===== src/rtl/core/bfa_pkg.sv =====
// ----------------------------------------------------------------------------
// bfa_pkg: shared types and constants for the frame allocator
// Command codes, controller states and the controller/datapath interface.
// ----------------------------------------------------------------------------
package bfa_pkg;

	localparam int CountW = 17;
	localparam logic [CountW-1:0] CountMax = '1;

	typedef enum logic [1:0] {
		CMD_ALLOC   = 2'd0,
		CMD_FREE    = 2'd1,
		CMD_RESERVE = 2'd2,
		CMD_RELEASE = 2'd3
	} cmd_t;

	typedef enum logic [3:0] {
		ST_CLEAR,
		ST_IDLE,
		ST_SETUP,
		ST_RD,
		ST_WAIT,
		ST_EVAL,
		ST_DONE
	} state_t;

	// controller -> datapath
	typedef struct packed {
		logic clr_step;   // write all-ones at clear pointer, advance
		logic load;       // capture command
		logic setup;      // compute frame range
		logic rd;         // issue map read at current word/frame
		logic eval;       // evaluate read word, write back, advance
		logic done;       // present result
	} dp_ctl_t;

	// datapath -> controller
	typedef struct packed {
		logic clr_last;   // last word of clearing pass
		logic finished;   // command has nothing more to do
	} dp_sts_t;

endpackage


===== src/rtl/core/bfa_ctrl.sv =====
// ----------------------------------------------------------------------------
// bfa_ctrl: sequencer for the frame allocator
// Runs the clearing pass after reset, then one command at a time.
// ----------------------------------------------------------------------------
module bfa_ctrl import bfa_pkg::*; (
	input  logic    clk,
	input  logic    arst_n,
	input  logic    start,
	output logic    busy,
	output dp_ctl_t ctl,
	input  dp_sts_t sts
);

	state_t state_q, state_d;

	always_ff @(posedge clk or negedge arst_n) begin
		if (!arst_n) state_q <= ST_CLEAR;
		else         state_q <= state_d;
	end

	always_comb begin
		state_d = state_q;
		case (state_q)
			ST_CLEAR: if (sts.clr_last) state_d = ST_IDLE;
			ST_IDLE:  if (start) state_d = ST_SETUP;
			ST_SETUP: state_d = ST_RD;
			ST_RD:    state_d = sts.finished ? ST_DONE : ST_WAIT;
			ST_WAIT:  state_d = ST_EVAL;
			ST_EVAL:  state_d = sts.finished ? ST_DONE : ST_RD;
			ST_DONE:  state_d = ST_IDLE;
			default:  state_d = ST_IDLE;
		endcase
	end

	always_comb begin
		ctl = '0;
		busy = 1'b1;
		case (state_q)
			ST_CLEAR: ctl.clr_step = 1'b1;
			ST_IDLE: begin
				busy = 1'b0;
				ctl.load = start;
			end
			ST_SETUP: ctl.setup = 1'b1;
			ST_RD:    ctl.rd = !sts.finished;
			ST_WAIT:  ;
			ST_EVAL:  ctl.eval = 1'b1;
			ST_DONE:  ctl.done = 1'b1;
			default:  ;
		endcase
	end

endmodule


===== config.mk =====
export PLATFORM = sky130hd
export DESIGN_NAME = bfa_ctrl
export DESIGN_NICKNAME = d
export VERILOG_FILES = /design/src/rtl/core/bfa_pkg.sv /design/src/rtl/core/bfa_ctrl.sv
export SDC_FILE = /design/constraint.sdc
export NUM_CORES = 1
export LEC_CHECK = 0
export BUFFER_PORTS_ARGS = -buffer_cell sky130_fd_sc_hd__buf_2
export CORE_AREA = 2 2 39 41
export DETAILED_ROUTE_END_ITERATION = 10
export DIE_AREA = 0 0 41 43
export PLACE_DENSITY = 0.32
export SETUP_SLACK_MARGIN = 0.4
export SYNTH_ARGS = -nofsm -noshare
export SYNTH_HDL_FRONTEND = slang
export SYNTH_SLANG_ARGS = --single-unit
export TNS_END_PERCENT = 1

===== constraint.sdc =====
create_clock -name clk -period 1.4 [get_ports clk]
set_input_delay 0.07 -clock clk [delete_from_list [all_inputs] [get_ports clk]]
set_output_delay 0.07 -clock clk [all_outputs]
set_load 0.02 [all_outputs]

**Yosys cells after proc, flatten, opt, wreduce, memory -nomap -nowiden**

Cells that the tools add are included.

- $add $sub $neg: 0
- Multipliers: 0
- Divide/modulo/power cells: 0
- Order comparisons: 0
- Equality and inequality tests: 8
- Shifts and indexed selects: 0
- Muxes and demuxes: 12
- Bitwise gates (word level): 0
- Reductions and logical operators: 3

Operator list:

| operator | count |
|---|---|
| 4-bit case mux with 6 select lines | 1 |
| 4-bit by 3-bit == test with 1-bit output (second input constant) | 3 |
| 4-bit by 2-bit == test with 1-bit output (second input constant) | 2 |
| 4-bit 2-to-1 mux | 2 |
| 1-bit 2-to-1 mux | 7 |
| 4-bit by 1-bit == test with 1-bit output (second input constant) | 1 |
| 4-bit zero test | 1 |
| 2-bit inequality test (second input constant) | 2 |
| 3-bit 2-to-1 mux | 1 |
| 2-bit 2-to-1 mux | 1 |
| 2-bit AND reduction | 1 |
| 1-bit zero test | 1 |

- Register bits: 4
- Latch bits: 0
- Memory bits (writable): 0
- Bits in read-only memories: 0
- Input port bits: 5
- Output and inout port bits: 7
- Logic and storage cells: 24
- Memories: 0

**Logic depth before layout (Yosys ltp)**

- Word-level depth: 3
- Gate-level depth with buffers: 3
- Depth with buffers taken out: 2

**Worst setup path before layout**

Ideal clock, no wire load.

- Kind: flip-flop to output port
- Start point: reg state_q[2]
- End point: out ctl[4] (netlist bit)
- Arrival: 1338 ps
- Required time: 1330 ps
- Path slack: -8 ps
- Stages on the path, launching flop included: 4
- Buffers on the path: 1
- Cell sequence: dfrtp_1 clkbuf_1 or3b_1 nor2_1

RTL lines:

| element | RTL line | text |
|---|---|---|
| start: declaration | bfa_ctrl.sv:14 | `state_t state_q, state_d;` |
| start signal: assignment | bfa_ctrl.sv:18 | `else state_q <= state_d;` |
| end: declaration | bfa_ctrl.sv:10 | `output dp_ctl_t ctl,` |

**Worst setup path in the final report**

- Start point: reg state_q[2]
- End point: reg state_q[0]

- Word-level cells in the longest chain between the ends: 3
- Elaborated cells on any way between the ends: 10
- Classes of those cells: eq/ne (7); mux (1); reduce/logical (2)

RTL lines:

| element | RTL line | text |
|---|---|---|
| 4-bit by 1-bit == test with 1-bit output / 4-bit zero test (equally long branches) | bfa_ctrl.sv:23 | `case (state_q)` |
| 2-bit inequality test (no line) | - |  |
| 2-bit AND reduction (no line) | - |  |

Several ways; a longest one is shown, not always the timed one.
A chain may end at the register's enable or synchronous reset.

==> results.json <==
{
  "power_frac_seq": 0.180,
  "crit_slowest_cell": "or4_1",
  "ir_drop_uv": 875.2,
  "grt_max_degree": 11,
  "internal-power_uw": 509.3,
  "synth_top_area_frac": 0.3550,
  "synth_edf_count": 0,
  "regToRegEndpoint": "state_q[0]",
  "rows": 14,
  "start_kind": "flip-flop",
  "crit_required_ns": 1.52,
  "switchingPower_uw": 389.5,
  "critPathKind": "reg2reg",
  "wire_per_inst_um": 10.56,
  "coreArea_mm2": 0.001384,
  "diodes": 0,
  "finalWorstSetupSlack_ns": 0.07716,
  "worstPathCellList": "buf_4 > or4_1 > o211a_1",
  "gp_congestion": 0.7661,
  "finalSetupTns_ns": 0,
  "synth_top_cell_by_area": "dfrtp_1",
  "power_frac_comb": 0.647,
  "p_leak_uw": 0.0001797,
  "drc": 0,
  "tritoncts": "yes",
  "drv_slew": 0,
  "dr_total_vias": 236,
  "hold_slack_ns": 0.1609,
  "rsz0062_at_grt": "true",
  "crit_path_end": "state_q[0]",
  "grt_antenna_before_repair": 0,
  "finalHoldViolCount": 0,
  "critical_path_arrival_ns": 1.45,
  "drv_cap": 0,
  "drtPass1Iterations": 2,
  "instances_no_fill": 59,
  "clk_path_buf_depth": 2,
  "max_freq_mhz": 756.0,
  "fillers": 162,
  "ys_seq_area_frac": 0.3550,
  "path_delay_family": "simple AND/OR/NAND/NOR gates",
  "power.clock.fraction": 0.173,
  "largest_reg_flops": 3,
  "netlist_instances": 25,
  "skew_ns": 0.004365,
  "place_hpwl_um": 423,
  "cts_buffers": 3,
  "die_h_um": 43,
  "netlist_area_um2": 211.5,
  "synthTopCellsByArea": "dfrtp_1 (36%), nand2b_1 (8.9%), nor3_1 (7.1%)",
  "status": "complete, no violations",
  "power.share.switching": 0.4334,
  "dp.cells": 52,
  "synth_nets": 30,
  "ys_ff_latch": 3,
  "dieWidth_um": 41,
  "nets": 49,
  "reg2reg_depth": 3,
  "setup_viol": 0,
  "crit_cells": 3,
  "clock-sinks": 3,
  "largest-register": "state_q",
  "path_buf_inv": 1,
  "max_stage_delay_ns": 0.52,
  "ys_top_cells_by_count": "dfrtp_1 (3), nand2b_1 (3), nor3_1 (3)",
  "crit_fanout": 10,
  "drtIter0Drc": 3,
  "wl_um": 623,
  "synth-main-ff-cell": "dfrtp_1",
  "startpoint": "state_q[2]",
  "multi_input_area_um2": 136.4,
  "vias_per_cell": 4.000,
  "period_share": 0.9449,
  "clock_latency_ns": 0.24,
  "regArea_um2": 76.32,
  "clkSlewWorstSetupHoldPaths_ns": 0.04,
  "r2r_slack_ns": 0.08,
  "timing.rr.start": "state_q[2]",
  "die_area_mm2": 0.001763,
  "largest_registers": "state_q x3",
  "slew_headroom": 0.9005,
  "endpoint_kind": "flip-flop",
  "initial_core_util": 0.1528,
  "async_flop_share": 1.000,
  "min_period_ns": 1.323,
  "grt.total_usage": 0.08954,
  "layout-drive-gt1-share": 0.5349,
  "yosysWarnings": 0,
  "cts_root_buf": "clkbuf_4",
  "htree_levels": 1,
  "ys_types": 16,
  "io_pins": 12,
  "overflow": 0,
  "numPortBuffers": 11,
  "grt_pass1_wl_um": 972,
  "power.density_mw_per_mm2": 2427,
  "place_ws_ns": 0.1554,
  "syn_to_final_growth_pct": 75.15,
  "worstMarginPinSlew_ns": 0.1480,
  "min_path_type": "in2async",
  "grt_pass1_vias": 221,
  "avgSynthCellArea_um2": 8.458,
  "drtAntennaViolNets": 0
}
## cell families (layout without fill, tap and decap cells)
family          Yosys count  in the layout  share of synthesized area
compound gates            4              4                     0.1301
simple gates             14             14                     0.4084
buf+inv                   4             22                     0.1065
flops                     3              3                     0.3550
## cell usage in the layout, fill, tap and decap left out, types with 2 or more instances in the layout
master,n
dfrtp_1,2
clkbuf_4,3
nand2b_1,2
buf_2,9
buf_4,5
inv_1,2
nor3_1,2
o22ai_1,2
## timing repair
action	4_1_cts	5_1_grt
gates cloned	0	0
gates resized for setup	5	0
endpoints found under the hold margin	3	0
buffers inserted	2	0
pin swaps	2	1
hold buffers	1	0
endpoints found under the setup margin	8	8
## area by class of cell
class | count | share of cell area
clock buffer | 4 | 0.07095
inverter | 2 | 0.02027
multi-input combinational | 18 | 0.3682
sequential | 3 | 0.2061
tap | 16 | 0.05405
timing repair buffer | 16 | 0.2804
## power by group through the flow
stage          registers [uW]  logic (uW)  clock network (uW)
2_1_floorplan             162         395                   0
3_3_place_gp              179         484                   0
3_5_place_dp              181         479                   0
4_1_cts                   162         581                 162
5_1_grt                   167         618                 166
6_report                  162         582                 155
## stage by stage
step                      total power, uW  instance area [um2]  utilization
final                               898.8                370.4       0.2676
after CTS                           904.3                370.4       0.2676
after floorplan                     557.2                236.5            -
after global placement              663.1                301.5       0.2179
after global routing                950.3                370.4       0.2676
after detailed placement            660.6                301.5       0.2179
## layer usage
metal	wire, um	track usage	vias to the layer above
met5	0	0	-
met4	0	0.1000	0
met3	25	0.03665	0
met2	336	0.1250	3
met1	261	0.08738	108
li1	-	-	125
## worst min path at each step
stage               startpoint         end  slack (ns)  cells past startpoint
finish                  arst_n  state_q[0]        0.16                      2
global route            sts[0]  state_q[2]        0.18                      3
CTS                     sts[1]  state_q[0]        0.15                      3
detailed placement      arst_n  state_q[1]       -0.13                      1
global placement        arst_n  state_q[1]       -0.13                      1
floorplan               arst_n  state_q[0]       -0.23                      0
Power figures use the tool's default switching activity.
